`src/sv/pau_pkg.sv`:
```
// ----------------------------------------------------------------------------
// Polynomial arithmetic unit package
// Shared codes, controller states and the command and status bundles that
// join the controller to the datapath.
// ----------------------------------------------------------------------------
package pau_pkg;

    // Default number of coefficients held for each operand.
    localparam int MAX_TERMS_DEF = 16;

    // Input word operation codes.
    typedef enum logic [1:0] {
        OP_LOAD_A = 2'd0,
        OP_LOAD_B = 2'd1,
        OP_RUN    = 2'd2
    } op_t;

    // Command codes carried by a run word.
    typedef enum logic [2:0] {
        FN_ADD   = 3'd0,
        FN_SUB   = 3'd1,
        FN_MUL   = 3'd2,
        FN_DERIV = 3'd3,
        FN_EVAL  = 3'd4
    } func_t;

    // Source of the next result word.
    typedef enum logic [1:0] {
        OUT_COEF = 2'd0,
        OUT_ZERO = 2'd1,
        OUT_EVAL = 2'd2
    } out_sel_t;

    // Controller states.
    typedef enum logic [3:0] {
        ST_IDLE     = 4'd0,
        ST_SETUP    = 4'd1,
        ST_RD       = 4'd2,
        ST_MUL      = 4'd3,
        ST_ACC      = 4'd4,
        ST_WR       = 4'd5,
        ST_EMIT_RD  = 4'd6,
        ST_EMIT_OUT = 4'd7,
        ST_ZERO_OUT = 4'd8,
        ST_EVAL_OUT = 4'd9
    } state_t;

    // Commands from the controller to the datapath.
    typedef struct packed {
        logic     load_a;
        logic     load_b;
        logic     start;
        logic     setup;
        logic     mul_step;
        logic     acc_step;
        logic     inner_next;
        logic     outer_next;
        logic     write;
        logic     emit_start;
        logic     emit_next;
        logic     out_load;
        out_sel_t out_sel;
    } pau_cmd_t;

    // Status from the datapath to the controller.
    typedef struct packed {
        logic empty;
        logic inner_last;
        logic outer_last;
        logic is_eval;
        logic cnt_zero;
        logic emit_last;
        logic out_free;
    } pau_stat_t;

endpackage

```
`src/sv/pau_ram.sv`:
```
// ----------------------------------------------------------------------------
// Generic RAM
// One write port and one read port; the read data is registered.
// ----------------------------------------------------------------------------
module pau_ram #(
    parameter int WIDTH = 32,
    parameter int DEPTH = 16
) (
    input  logic                     clk,
    input  logic                     we,
    input  logic [$clog2(DEPTH)-1:0] waddr,
    input  logic [WIDTH-1:0]         wdata,
    input  logic [$clog2(DEPTH)-1:0] raddr,
    output logic [WIDTH-1:0]         rdata
);

    logic [WIDTH-1:0] mem [DEPTH];
    logic [WIDTH-1:0] rdata_reg;

    always_ff @(posedge clk)
    begin
        if (we)
        begin
            mem[waddr] <= wdata;
        end
        rdata_reg <= mem[raddr];
    end

    assign rdata = rdata_reg;

endmodule

```
`src/sv/pau_ctrl.sv`:
```
// ----------------------------------------------------------------------------
// Polynomial arithmetic unit controller
// Sequences loads, the per-term compute steps and the emission of results.
// ----------------------------------------------------------------------------
module pau_ctrl (
    input  logic                clk,
    input  logic                rst_n,
    input  logic                cmd_valid,
    output logic                cmd_stall,
    input  logic [1:0]          op,
    input  logic [2:0]          func,
    input  pau_pkg::pau_stat_t  stat,
    output pau_pkg::pau_cmd_t   cmd
);

    pau_pkg::state_t state_reg;
    pau_pkg::state_t state_next;
    logic            run_ok;

    assign run_ok = (op == pau_pkg::OP_RUN) && (func <= 3'(pau_pkg::FN_EVAL));
    assign cmd_stall = (state_reg != pau_pkg::ST_IDLE);

    always_ff @(posedge clk or negedge rst_n)
    begin
        if (!rst_n)
        begin
            state_reg <= pau_pkg::ST_IDLE;
        end
        else
        begin
            state_reg <= state_next;
        end
    end

    always_comb
    begin
        state_next = state_reg;
        case (state_reg)
            pau_pkg::ST_IDLE:
            begin
                if (cmd_valid && run_ok)
                begin
                    state_next = pau_pkg::ST_SETUP;
                end
            end
            pau_pkg::ST_SETUP:
            begin
                if (stat.empty)
                begin
                    state_next = stat.is_eval ? pau_pkg::ST_EVAL_OUT : pau_pkg::ST_ZERO_OUT;
                end
                else
                begin
                    state_next = pau_pkg::ST_RD;
                end
            end
            pau_pkg::ST_RD:
            begin
                state_next = pau_pkg::ST_MUL;
            end
            pau_pkg::ST_MUL:
            begin
                state_next = pau_pkg::ST_ACC;
            end
            pau_pkg::ST_ACC:
            begin
                if (!stat.inner_last)
                begin
                    state_next = pau_pkg::ST_RD;
                end
                else if (stat.is_eval)
                begin
                    state_next = pau_pkg::ST_EVAL_OUT;
                end
                else
                begin
                    state_next = pau_pkg::ST_WR;
                end
            end
            pau_pkg::ST_WR:
            begin
                state_next = stat.outer_last ? pau_pkg::ST_EMIT_RD : pau_pkg::ST_RD;
            end
            pau_pkg::ST_EMIT_RD:
            begin
                state_next = stat.cnt_zero ? pau_pkg::ST_ZERO_OUT : pau_pkg::ST_EMIT_OUT;
            end
            pau_pkg::ST_EMIT_OUT:
            begin
                if (stat.out_free)
                begin
                    state_next = stat.emit_last ? pau_pkg::ST_IDLE : pau_pkg::ST_EMIT_RD;
                end
            end
            pau_pkg::ST_ZERO_OUT,
            pau_pkg::ST_EVAL_OUT:
            begin
                if (stat.out_free)
                begin
                    state_next = pau_pkg::ST_IDLE;
                end
            end
            default:
            begin
                state_next = pau_pkg::ST_IDLE;
            end
        endcase
    end

    always_comb
    begin
        cmd = '0;
        cmd.out_sel = pau_pkg::OUT_COEF;
        case (state_reg)
            pau_pkg::ST_IDLE:
            begin
                cmd.load_a = cmd_valid && (op == pau_pkg::OP_LOAD_A);
                cmd.load_b = cmd_valid && (op == pau_pkg::OP_LOAD_B);
                cmd.start  = cmd_valid && run_ok;
            end
            pau_pkg::ST_SETUP:
            begin
                cmd.setup = 1'b1;
            end
            pau_pkg::ST_MUL:
            begin
                cmd.mul_step = 1'b1;
            end
            pau_pkg::ST_ACC:
            begin
                cmd.acc_step   = 1'b1;
                cmd.inner_next = !stat.inner_last;
            end
            pau_pkg::ST_WR:
            begin
                cmd.write      = 1'b1;
                cmd.emit_start = stat.outer_last;
                cmd.outer_next = !stat.outer_last;
            end
            pau_pkg::ST_EMIT_OUT:
            begin
                cmd.out_load  = stat.out_free;
                cmd.emit_next = stat.out_free && !stat.emit_last;
            end
            pau_pkg::ST_ZERO_OUT:
            begin
                cmd.out_load = stat.out_free;
                cmd.out_sel  = pau_pkg::OUT_ZERO;
            end
            pau_pkg::ST_EVAL_OUT:
            begin
                cmd.out_load = stat.out_free;
                cmd.out_sel  = pau_pkg::OUT_EVAL;
            end
            default:
            begin
                cmd = '0;
            end
        endcase
    end

endmodule

```
`src/sv/pau_dp.sv`:
```
// ----------------------------------------------------------------------------
// Polynomial arithmetic unit datapath
// Operand and result stores, the shared multiplier, the accumulator, the
// index counters and the output register.
// ----------------------------------------------------------------------------
module pau_dp #(
    parameter int MAX_TERMS = pau_pkg::MAX_TERMS_DEF
) (
    input  logic               clk,
    input  logic               rst_n,
    input  logic signed [31:0] coeff,
    input  logic               final_coeff,
    input  logic [2:0]         func,
    input  logic signed [31:0] point,
    input  pau_pkg::pau_cmd_t  cmd,
    output pau_pkg::pau_stat_t stat,
    output logic               res_valid,
    input  logic               res_stall,
    output logic signed [31:0] value,
    output logic [4:0]         degree,
    output logic               zero_poly,
    output logic               last
);

    localparam int LW  = $clog2(MAX_TERMS + 1);
    localparam int AW  = $clog2(MAX_TERMS);
    localparam int RD  = 2 * MAX_TERMS - 1;
    localparam int RAW = $clog2(RD);
    localparam int RW  = $clog2(2 * MAX_TERMS);

    logic [LW-1:0]   len_a_reg, len_a_next;
    logic [LW-1:0]   len_b_reg, len_b_next;
    logic [LW-1:0]   load_idx_reg, load_idx_next;
    pau_pkg::func_t  func_reg, func_next;
    logic [31:0]     point_reg;
    logic [RW-1:0]   k_reg, k_next;
    logic [AW-1:0]   i_reg, i_next;
    logic [RW-1:0]   cnt_reg, cnt_next;
    logic [31:0]     acc_reg, acc_next;
    logic [31:0]     prod_reg, prod_next;
    logic            out_valid_reg, out_valid_next;
    logic [31:0]     out_value_reg;
    logic [4:0]      out_degree_reg;
    logic            out_zero_reg;
    logic            out_last_reg;

    logic            room;
    logic            we_a, we_b;
    logic [AW-1:0]   addr_a, addr_b;
    logic [31:0]     a_rd, b_rd, r_rd;
    logic [RW-1:0]   la_w, lb_w, n_w, hi_w, k_inc;
    logic [31:0]     a_m, b_m;
    logic [31:0]     mul_x, mul_y, mul_p;
    logic            out_free;

    // Lowest A index that pairs with a valid B index for product term kk.
    function automatic logic [AW-1:0] lo_of(input logic [RW-1:0] kk,
                                            input logic [RW-1:0] lb);
        logic [RW-1:0] kk1;
        kk1 = kk + RW'(1);
        if (kk1 > lb)
        begin
            return AW'(kk1 - lb);
        end
        return '0;
    endfunction

    assign room = load_idx_reg < LW'(MAX_TERMS);
    assign we_a = cmd.load_a && room;
    assign we_b = cmd.load_b && room;

    assign la_w  = RW'(len_a_reg);
    assign lb_w  = RW'(len_b_reg);
    assign k_inc = k_reg + RW'(1);
    assign hi_w  = (k_reg < la_w - RW'(1)) ? k_reg : la_w - RW'(1);

    always_comb
    begin
        case (func_reg)
            pau_pkg::FN_ADD,
            pau_pkg::FN_SUB:
            begin
                n_w    = (la_w > lb_w) ? la_w : lb_w;
                addr_a = AW'(k_reg);
                addr_b = AW'(k_reg);
            end
            pau_pkg::FN_MUL:
            begin
                n_w    = (len_a_reg == '0 || len_b_reg == '0) ? '0 : la_w + lb_w - RW'(1);
                addr_a = i_reg;
                addr_b = AW'(k_reg - RW'(i_reg));
            end
            pau_pkg::FN_DERIV:
            begin
                n_w    = (la_w <= RW'(1)) ? '0 : la_w - RW'(1);
                addr_a = AW'(k_inc);
                addr_b = AW'(k_reg);
            end
            pau_pkg::FN_EVAL:
            begin
                n_w    = la_w;
                addr_a = AW'(la_w - RW'(1) - RW'(i_reg));
                addr_b = AW'(k_reg);
            end
            default:
            begin
                n_w    = '0;
                addr_a = AW'(k_reg);
                addr_b = AW'(k_reg);
            end
        endcase
    end

    pau_ram #(
        .WIDTH (32),
        .DEPTH (MAX_TERMS)
    ) u_ram_a (
        .clk   (clk),
        .we    (we_a),
        .waddr (AW'(load_idx_reg)),
        .wdata (coeff),
        .raddr (addr_a),
        .rdata (a_rd)
    );

    pau_ram #(
        .WIDTH (32),
        .DEPTH (MAX_TERMS)
    ) u_ram_b (
        .clk   (clk),
        .we    (we_b),
        .waddr (AW'(load_idx_reg)),
        .wdata (coeff),
        .raddr (addr_b),
        .rdata (b_rd)
    );

    pau_ram #(
        .WIDTH (32),
        .DEPTH (RD)
    ) u_ram_res (
        .clk   (clk),
        .we    (cmd.write),
        .waddr (RAW'(k_reg)),
        .wdata (acc_reg),
        .raddr (RAW'(k_reg)),
        .rdata (r_rd)
    );

    // Terms past an operand's length count as zero for add and subtract.
    assign a_m = (k_reg < la_w) ? a_rd : '0;
    assign b_m = (k_reg < lb_w) ? b_rd : '0;

    // One shared 32-bit multiplier; only the low word of the product is kept.
    always_comb
    begin
        mul_x = (func_reg == pau_pkg::FN_EVAL) ? acc_reg : a_rd;
        case (func_reg)
            pau_pkg::FN_MUL:   mul_y = b_rd;
            pau_pkg::FN_DERIV: mul_y = 32'(k_inc);
            default:           mul_y = point_reg;
        endcase
    end

    assign mul_p = mul_x * mul_y;

    always_comb
    begin
        case (func_reg)
            pau_pkg::FN_ADD: prod_next = a_m + b_m;
            pau_pkg::FN_SUB: prod_next = a_m - b_m;
            default:         prod_next = mul_p;
        endcase
        if (!cmd.mul_step)
        begin
            prod_next = prod_reg;
        end
    end

    // Evaluation runs Horner's rule, so the accumulator is multiplied by the
    // point and the next lower coefficient is added.
    always_comb
    begin
        acc_next = acc_reg;
        if (cmd.setup || cmd.outer_next)
        begin
            acc_next = '0;
        end
        else if (cmd.acc_step)
        begin
            acc_next = (func_reg == pau_pkg::FN_EVAL) ? prod_reg + a_rd : acc_reg + prod_reg;
        end
    end

    always_comb
    begin
        len_a_next    = we_a ? load_idx_reg + LW'(1) : len_a_reg;
        len_b_next    = we_b ? load_idx_reg + LW'(1) : len_b_reg;
        load_idx_next = load_idx_reg;
        if (cmd.load_a || cmd.load_b)
        begin
            if (final_coeff)
            begin
                load_idx_next = '0;
            end
            else if (room)
            begin
                load_idx_next = load_idx_reg + LW'(1);
            end
        end

        func_next = cmd.start ? pau_pkg::func_t'(func) : func_reg;

        k_next = k_reg;
        if (cmd.setup || cmd.emit_start)
        begin
            k_next = '0;
        end
        else if (cmd.outer_next || cmd.emit_next)
        begin
            k_next = k_inc;
        end

        i_next = i_reg;
        if (cmd.setup)
        begin
            i_next = '0;
        end
        else if (cmd.outer_next)
        begin
            i_next = (func_reg == pau_pkg::FN_MUL) ? lo_of(k_inc, lb_w) : '0;
        end
        else if (cmd.inner_next)
        begin
            i_next = i_reg + AW'(1);
        end

        // The count ends just past the highest nonzero coefficient written.
        cnt_next = cnt_reg;
        if (cmd.setup)
        begin
            cnt_next = '0;
        end
        else if (cmd.write && acc_reg != '0)
        begin
            cnt_next = k_inc;
        end
    end

    assign out_free = !out_valid_reg || !res_stall;

    always_comb
    begin
        out_valid_next = out_valid_reg;
        if (cmd.out_load)
        begin
            out_valid_next = 1'b1;
        end
        else if (!res_stall)
        begin
            out_valid_next = 1'b0;
        end
    end

    always_ff @(posedge clk or negedge rst_n)
    begin
        if (!rst_n)
        begin
            len_a_reg     <= '0;
            len_b_reg     <= '0;
            load_idx_reg  <= '0;
            func_reg      <= pau_pkg::FN_ADD;
            k_reg         <= '0;
            i_reg         <= '0;
            cnt_reg       <= '0;
            out_valid_reg <= 1'b0;
        end
        else
        begin
            len_a_reg     <= len_a_next;
            len_b_reg     <= len_b_next;
            load_idx_reg  <= load_idx_next;
            func_reg      <= func_next;
            k_reg         <= k_next;
            i_reg         <= i_next;
            cnt_reg       <= cnt_next;
            out_valid_reg <= out_valid_next;
        end
    end

    always_ff @(posedge clk)
    begin
        acc_reg  <= acc_next;
        prod_reg <= prod_next;
        if (cmd.start)
        begin
            point_reg <= point;
        end
        if (cmd.out_load)
        begin
            case (cmd.out_sel)
                pau_pkg::OUT_COEF:
                begin
                    out_value_reg  <= r_rd;
                    out_degree_reg <= 5'(k_reg);
                    out_zero_reg   <= 1'b0;
                    out_last_reg   <= (k_inc == cnt_reg);
                end
                pau_pkg::OUT_EVAL:
                begin
                    out_value_reg  <= acc_reg;
                    out_degree_reg <= '0;
                    out_zero_reg   <= 1'b0;
                    out_last_reg   <= 1'b1;
                end
                default:
                begin
                    out_value_reg  <= '0;
                    out_degree_reg <= '0;
                    out_zero_reg   <= 1'b1;
                    out_last_reg   <= 1'b1;
                end
            endcase
        end
    end

    always_comb
    begin
        stat.empty = (n_w == '0);
        stat.outer_last = (k_reg == n_w - RW'(1));
        stat.is_eval = (func_reg == pau_pkg::FN_EVAL);
        stat.cnt_zero = (cnt_reg == '0);
        stat.emit_last = (k_inc == cnt_reg);
        stat.out_free = out_free;
        case (func_reg)
            pau_pkg::FN_MUL:  stat.inner_last = (RW'(i_reg) == hi_w);
            pau_pkg::FN_EVAL: stat.inner_last = (RW'(i_reg) == la_w - RW'(1));
            default:          stat.inner_last = 1'b1;
        endcase
    end

    assign res_valid = out_valid_reg;
    assign value     = out_value_reg;
    assign degree    = out_degree_reg;
    assign zero_poly = out_zero_reg;
    assign last      = out_last_reg;

endmodule

```
`src/sv/polynomial_arithmetic_unit.sv`:
```
// ----------------------------------------------------------------------------
// Polynomial arithmetic unit
// Holds two integer polynomials and computes their sum, difference, product,
// the derivative of A, or A evaluated at a point.
// ----------------------------------------------------------------------------
// A word with op 0 or 1 loads the next coefficient of A or B, lowest degree
// first; final_coeff ends the load, and coefficients beyond MAX_TERMS are
// dropped. A word with op 2 runs the command in func. While a command runs,
// cmd_stall is high and no word is taken. Each result coefficient passes
// once per term through the read, multiply and accumulate steps, the
// multiply using the shared 32-bit multiplier except for add and subtract,
// then through a write step. Evaluation uses Horner's rule and loads its
// value straight into the output register. Other results are then read
// back from the result store, a read step and an output step per word,
// lowest degree first with trailing zero coefficients trimmed; an empty
// result gives one word with zero_poly set.
// The last result word goes into an output register, so the next input word
// is taken while that word still waits on res_stall. All arithmetic wraps at
// 32 bits. Coefficient entries that were never loaded read as anything.
// ----------------------------------------------------------------------------
module polynomial_arithmetic_unit #(
    parameter int MAX_TERMS = pau_pkg::MAX_TERMS_DEF
) (
    input  logic               clk,
    input  logic               rst_n,
    // Input words: coefficient loads and commands.
    input  logic               cmd_valid,
    output logic               cmd_stall,
    input  logic [1:0]         op,
    input  logic signed [31:0] coeff,
    input  logic               final_coeff,
    input  logic [2:0]         func,
    input  logic signed [31:0] point,
    // Result words.
    output logic               res_valid,
    input  logic               res_stall,
    output logic signed [31:0] value,
    output logic [4:0]         degree,
    output logic               zero_poly,
    output logic               last
);

    pau_pkg::pau_cmd_t  cmd;
    pau_pkg::pau_stat_t stat;

    // The controller only sequences; all storage and arithmetic is below it
    // in the datapath.
    pau_ctrl u_ctrl (
        .clk       (clk),
        .rst_n     (rst_n),
        .cmd_valid (cmd_valid),
        .cmd_stall (cmd_stall),
        .op        (op),
        .func      (func),
        .stat      (stat),
        .cmd       (cmd)
    );

    pau_dp #(
        .MAX_TERMS (MAX_TERMS)
    ) u_dp (
        .clk         (clk),
        .rst_n       (rst_n),
        .coeff       (coeff),
        .final_coeff (final_coeff),
        .func        (func),
        .point       (point),
        .cmd         (cmd),
        .stat        (stat),
        .res_valid   (res_valid),
        .res_stall   (res_stall),
        .value       (value),
        .degree      (degree),
        .zero_poly   (zero_poly),
        .last        (last)
    );

    // A zero result is always a single word holding zero.
    a_zero_word: assert property (@(posedge clk) disable iff (!rst_n)
        res_valid && zero_poly |-> last && value == 32'sd0 && degree == 5'd0)
        else $error("zero result word is malformed");

    // A valid command holds off further input words on the next cycle.
    a_run_busy: assert property (@(posedge clk) disable iff (!rst_n)
        cmd_valid && !cmd_stall && op == pau_pkg::OP_RUN
            && func <= 3'(pau_pkg::FN_EVAL) |=> cmd_stall)
        else $error("command accepted without busy");

    // Trimming leaves a nonzero leading coefficient.
    a_trimmed: assert property (@(posedge clk) disable iff (!rst_n)
        res_valid && last && !zero_poly && degree != 5'd0 |-> value != 32'sd0)
        else $error("trailing zero coefficient emitted");

endmodule

```
`config.mk`:
```
export PLATFORM = sky130hd
export DESIGN_NAME = polynomial_arithmetic_unit
export DESIGN_NICKNAME = d
export VERILOG_FILES = /design/src/sv/pau_pkg.sv /design/src/sv/pau_ram.sv /design/src/sv/pau_ctrl.sv /design/src/sv/pau_dp.sv /design/src/sv/polynomial_arithmetic_unit.sv
export SDC_FILE = /design/constraint.sdc
export NUM_CORES = 2
export LEC_CHECK = 0
export BUFFER_PORTS_ARGS = -buffer_cell sky130_fd_sc_hd__buf_2
export CAP_MARGIN = 20
export CORE_AREA = 2 2 468 470
export DETAILED_ROUTE_END_ITERATION = 10
export DIE_AREA = 0 0 470 472
export PLACE_DENSITY = 0.65
export SLEW_MARGIN = 20
export SYNTH_ARGS = -nofsm -noshare
export SYNTH_HDL_FRONTEND = slang
export SYNTH_SLANG_ARGS = --single-unit
```
`constraint.sdc`:
```
create_clock -name clk -period 26.4 [get_ports clk]
set_clock_uncertainty 0.2 [all_clocks]
set_input_delay 0 -clock clk [delete_from_list [all_inputs] [get_ports clk]]
set_output_delay 0 -clock clk [all_outputs]
set_load 0.01 [all_outputs]
```
======== After elaboration in Yosys (flattened, before gate mapping) ========
Memory sizes are Yosys's and may differ from the RTL's. A register that Yosys moved wholly into a read port is not among the register bits.
Index checks and enable logic that the tools add are counted.
cells by class
  $add $sub $neg .......................... 15
  multipliers ............................. 1
  order comparisons ....................... 8
  equality and inequality tests ........... 24
  multiplexer cells ....................... 58
  reductions and logical operators ........ 39
operators by type and width
  cell                                                                   number
  32-bit case mux with 2 select lines                                    3
  32-bit 2-to-1 mux                                                      4
  32-bit adder                                                           3
  4-bit 2-to-1 mux                                                       14
  5-bit 2-to-1 mux                                                       10
  4-bit case mux with 9 select lines                                     1
  32-bit by 32-bit multiplier with 32-bit output                         1
  32-bit nonzero test                                                    1
  32-bit subtractor                                                      1
  5-bit logical NOT                                                      4
  5-bit case mux with 4 select lines                                     1
  1-bit 2-to-1 mux                                                       17
  4-bit by 3-bit equality test with 1-bit output, second input constant  4
  5-bit by 1-bit adder with 5-bit output, second input constant          3
  5-bit < comparator                                                     3
  5-bit by 1-bit subtractor with 5-bit output, second input constant     3
  3-bit 2-to-1 mux                                                       4
  4-bit case mux with 3 select lines                                     1
  4-bit subtractor                                                       3
  4-bit by 5-bit equality test with 1-bit output                         2
  5-bit equality test                                                    2
  5-bit > comparator                                                     2
  4-bit by 2-bit equality test with 1-bit output, second input constant  2
  4-bit equality test, second input constant                             2
  28 further kinds                                                       54
storage, ports and cells
  bits in registers ....................... 172
  RAM bits ................................ 2016
  bits of input ports ..................... 74
  output and inout port bits .............. 41
  word-level logic and storage cells ...... 164
  memories kept ........................... 3
memories
  name                depth  width  read ports  clocked after memory_dff  write ports  RTL line       text
  u_dp.u_ram_res.mem  31     32     1           1                         1            pau_ram.sv:17  logic [WIDTH-1:0] mem [DEPTH];
  u_dp.u_ram_a.mem    16     32     1           1                         1            pau_ram.sv:17
  u_dp.u_ram_b.mem    16     32     1           1                         1            pau_ram.sv:17

======== Logic depth before layout (Yosys ltp) ========
  depth in word-level cells ............... 14
  gate-level depth with buffers ........... 37
  depth with buffers taken out ............ 31

======== By module ========
From an unflattened synthesis, not the netlist that was laid out.
second synthesis, totals
  cells, all modules ...................... 6898
  area total of the unflattened synthesis .. 107823.4 um^2
modules (own cells, without submodules)
  module                     instances  cells each  area each (um^2)  sequential area each (um^2)
  pau_ram at u_dp.u_ram_res  1          1915        38685.9           30429.2
  pau_dp                     1          3241        28912.7           4559.4
  pau_ram at u_dp.u_ram_b    1          838         19854.0           16015.4
  pau_ram at u_dp.u_ram_a    1          838         19836.5           16015.4
  pau_ctrl                   1          66          534.3             100.1

======== Worst setup path before layout ========
OpenSTA, ideal clock, no wires.
  path kind ............................... flip-flop to flip-flop
  start point ............................. register u_dp.func_reg[0]
  end point ............................... register u_dp.prod_reg[29] (data pin)
  library setup time ...................... 268 ps
  data arrival time ....................... 8213 ps
  data required time ...................... 25932 ps
  slack ................................... 17719 ps
  cell stages (with the launch flop) ...... 36
  path buffers ............................ 7
  period minus slack after synthesis ...... 8681 ps
  cells stage by stage .................... dfrtp_1 -> buf_2 -> nand2b_4 -> or2_1 -> buf_2 -> buf_6 -> buf_4 -> buf_2 -> buf_1 -> mux2i_1 -> clkbuf_1 -> nor2_1 -> fa_1 -> fa_1 -> fa_1 -> inv_1 -> fa_1 -> inv_1 -> fa_1 -> inv_1 -> fa_1 -> inv_1 -> fa_1 -> fa_1 -> ha_1 -> a21oi_1 -> o21ai_0 -> nand2b_1 -> nand2_1 -> a21o_1 -> o2bb2ai_1 -> nor3_1 -> o21bai_1 -> a21oi_1 -> xor2_1 -> o21ai_0
between the ends
  cells in the longest elaborated chain, start to end .. 4
  elaborated cells on any way between the ends .. 9
  classes of those cells .................. mul: 1; eq/ne: 4; mux: 3; reduce/logical: 1
ends and longest elaborated chain
  element                                                                                       RTL line                      text
  start: declaration                                                                            pau_dp.sv:34                  pau_pkg::func_t func_reg, func_next;
  start signal: assignment                                                                      pau_dp.sv:272                 func_reg <= pau_pkg::FN_ADD;
  start signal: assignment                                                                      pau_dp.sv:283                 func_reg <= func_next;
  3-bit by 2-bit equality test with 1-bit output / 3-bit equality test (equally long branches)  pau_dp.sv:158, pau_dp.sv:157
  32-bit case mux with 2 select lines / 32-bit 2-to-1 mux (equally long branches)               pau_dp.sv:158, pau_dp.sv:157
  32-bit by 32-bit multiplier with 32-bit output                                                pau_dp.sv:165                 assign mul_p = mul_x * mul_y;
  32-bit case mux with 2 select lines *                                                         pau_dp.sv:169                 case (func_reg)
  end signal: assignment                                                                        pau_dp.sv:294                 prod_reg <= prod_next;
  end: declaration                                                                              pau_dp.sv:40                  logic [31:0] prod_reg, prod_next;
Mark *: on every way between the ends. The rest lies on a longest branch, timed or not.
A chain may end at the register's enable or synchronous reset.

======== Worst setup path in the final report ========
Ends and elaborated chain as after synthesis.

==> results.md <==
- Sequential fraction of the synthesis area: 0.621
- Number of distinct library cells after synthesis: 85
- Critical Path Max Stage Delay: 0.77 ns
- Routability congestion estimate: roughly 0.94
- RSZ-0062 raised after global routing: no
- CTS buffer count: around 220
- CTS tree: yes
- Final min period: 10.02 ns
- Final count of hold timing violations: 0
- Die W: around 470 um
- Cells after synthesis: 7454
- Drt via density: 6.05
- Most used cell, CP: fa_1
- Max reg flops: 992
- IO Port Bufs: 114
- Initial DRC count: around 7.5k
- Finished layout cell area: 122000 um2
- DR DRC count: 0
- WL per Instance: 27.7 um
- Avg Cell Area, Syn: 14.5 um2
- Crit Path Max Fanout: 56
- Synth Warn #: 0
- Antenna violations before repair: 17
- Final HPWL DP: 178000 um
- Area of the mapped netlist: 108000 um2
- Headroom to the max-slew limit: 0.238
- Total core area: 217000 um2
- Row cnt: approximately 170
- Largest net degree at the start of global routing: 185
- Global route overflow: 0
- Placement Cell Area: 113000 um2
- Syn_nets: around 8.2k
- FF+latch count, synth: 2284
- Synth top cells by count: edfxtp_1, nand2_1, nor2_1
- Setup TNS: 0 ns
- CTS sink count: approximately 2.3k
- Final net count: 8479
- Top cell type's share of synthesized area: 0.589
- Synth area leader: edfxtp_1
- CP endpoint kind: flop
- H-tree levels: 4
- First-pass GRT wire length: 437000 um
- Synth top area cells: edfxtp_1, fa_1, mux4_2, nand2_1, ha_1
- CP max stage cell: dfrtp_1
- Biggest registers after layout: u_dp.u_ram_res.mem: 992 flops, u_dp.u_ram_a.mem: 512 flops, u_dp.u_ram_b.mem: 512 flops
- Most flops, register: u_dp.u_ram_res.mem
- Peak Freq: 0.0998 GHz
- Share of layout cells above drive strength 1: 0.146
- Initial DRT Pass Iterations: 6
- Gr usage total: 0.268
- Die area: roughly 220000 um2
- Max Cap Viol: 0
- Status: completed
- Area Overhead vs Synth: 12.7%
- Endpoints failing setup: 0
- Io pins: 115
- CP Data Required Time: 26.76 ns
- CP arrival: around 10 ns
- EDFF count, synth: approximately 2.1k
- CTS root buf: clkbuf_16
- Post-route insts no fill: 10.8k
- Min-Delay Path Class: primary input to flop
- Most used DFF post-synth: edfxtp_1
- Latest clock arrival within the worst-skew pair: 0.90 ns
- Ys async rst share: 0.0162
- Worst Path Class, Setup: flop to flop
- Most numerous cell in the Yosys netlist: edfxtp_1
- Post-cts resize count: 0
- Number of global-route vias before repair: 65.2k
- Worst-Margin Slew: 1.14 ns
- Initial core utilization: 0.499
- Final Max Slew Viols: 0
- Reg2Reg Depth: 28
- Critical path startpoint category: flop
- Cell depth of the worst hold path: 2
- Clk buf depth: 3
- Detail Route Antenna Nets: 0
- Reg clk slew, reported paths: ~0.07 ns
- Placed insts: 10.2k
- Via count: 65.4k
- Die height: 472 um
- Fin crit share: 0.379
- Drt total wl: 299000 um
worst paths after layout:
check / start / end / slack, ns
max in group asynchronous: rst_n / u_dp.k_reg[2]$_DFFE_PN0P_ / 25.64
hold / removal: coeff[24] / u_dp.u_ram_a.mem[13][24]$_DFFE_PP_ / 0.04
min in group asynchronous: rst_n / u_dp.la_w[4]$_DFFE_PN0P_ / 0.07
setup reg to reg: u_dp.func_reg[0]$_DFFE_PN0P_ / u_dp.prod_reg[29]$_DFFE_PP_ / 16.38
hold reg to reg: u_dp.u_ram_res.rdata[30]$_DFF_P_ / u_dp.value[30]$_DFFE_PP_ / 0.30
setup / recovery: u_dp.func_reg[0]$_DFFE_PN0P_ / u_dp.prod_reg[29]$_DFFE_PP_ / 16.38
layout make-up:
type | count | area, um2
Fill cell | 16965 | 94700
Sequential cell | 2284 | 67100
Multi-Input combinational cell | 4354 | 38500
Clock buffer | 287 | 5980
Timing Repair Buffer | 467 | 3670
Tap cell | 2854 | 3570
Inverter | 429 | 1610
Clock inverter | 130 | 1330
Antenna cell | 5 | 12.5
cells in the final DEF (no fill, tap or decap), types with 140 or more instances in the layout:
cell and instances:
mux2i_1 140, ha_1 234, fa_1 414, and2_1 159, inv_1 429, edfxtp_1 2119, clkbuf_16 222, o21ai_0 155
nand2_1 836, nor2_1 504, a21oi_1 258, mux4_2 331, buf_4 190, a211oi_1 209, dlygate4sd3_1 149
critical path, delay by kind of cell, from the launching register on:
kind / cells / cell delay, ns
AO/OA/AOI/OAI: 9 / 1.88
XOR/XNOR: 1 / 0.16
adder cells (fa/ha/maj): 9 / 3.93
buffers and inverters: 4 / 1.14
flip-flops: 1 / 0.77
multiplexers: 1 / 0.26
AND/OR/NAND/NOR: 4 / 1.33
repair_timing:
item | in CTS | in global routing
endpoints found under the setup margin | 0 | 0
hold endpoints to repair | 1151 | 0
setup buffers | 0 | 0
hold buffers | 158 | 0
logic make-up (layout without fill, tap and decap cells):
logic type                 count (synthesis)  after routing  synth area share
AOI/OAI and AO/OA                       1126           1126            0.0694
xor gates and xnor gates                 186            186            0.0152
adders and majority gates                648            648             0.104
buffers and inverters                    816           1313            0.0291
DFF                                     2284           2284             0.621
muxes                                    496            496            0.0844
other                                      0              5                 0
and+or+nand+nor                         1898           1898            0.0772
routing by layer:
metal / vias up / part of all wire / GRT usage
met5: - / 0.000087 / 0
met4: 4 / 0.035 / 0.0890
met3: 553 / 0.079 / 0.0462
met2: 2876 / 0.48 / 0.437
met1: 33783 / 0.40 / 0.367
li1: 28149 / - / -
per-stage QoR:
step | utilization | hold WS (ns) | setup slack, ns
6_report | 0.562 | 0.0403 | 16.38
5_1_grt | 0.562 | 0.0290 | 15.91
4_1_cts | 0.562 | 0.00324 | 16.44
3_5_place_dp | 0.521 | -0.0217 | 16.50
3_3_place_gp | 0.521 | -0.0218 | 16.64
2_1_floorplan | - | -0.496 | 17.72
Power is not shown: default switching activity piles up to over one toggle a cycle in this logic, so the estimate is an artifact.
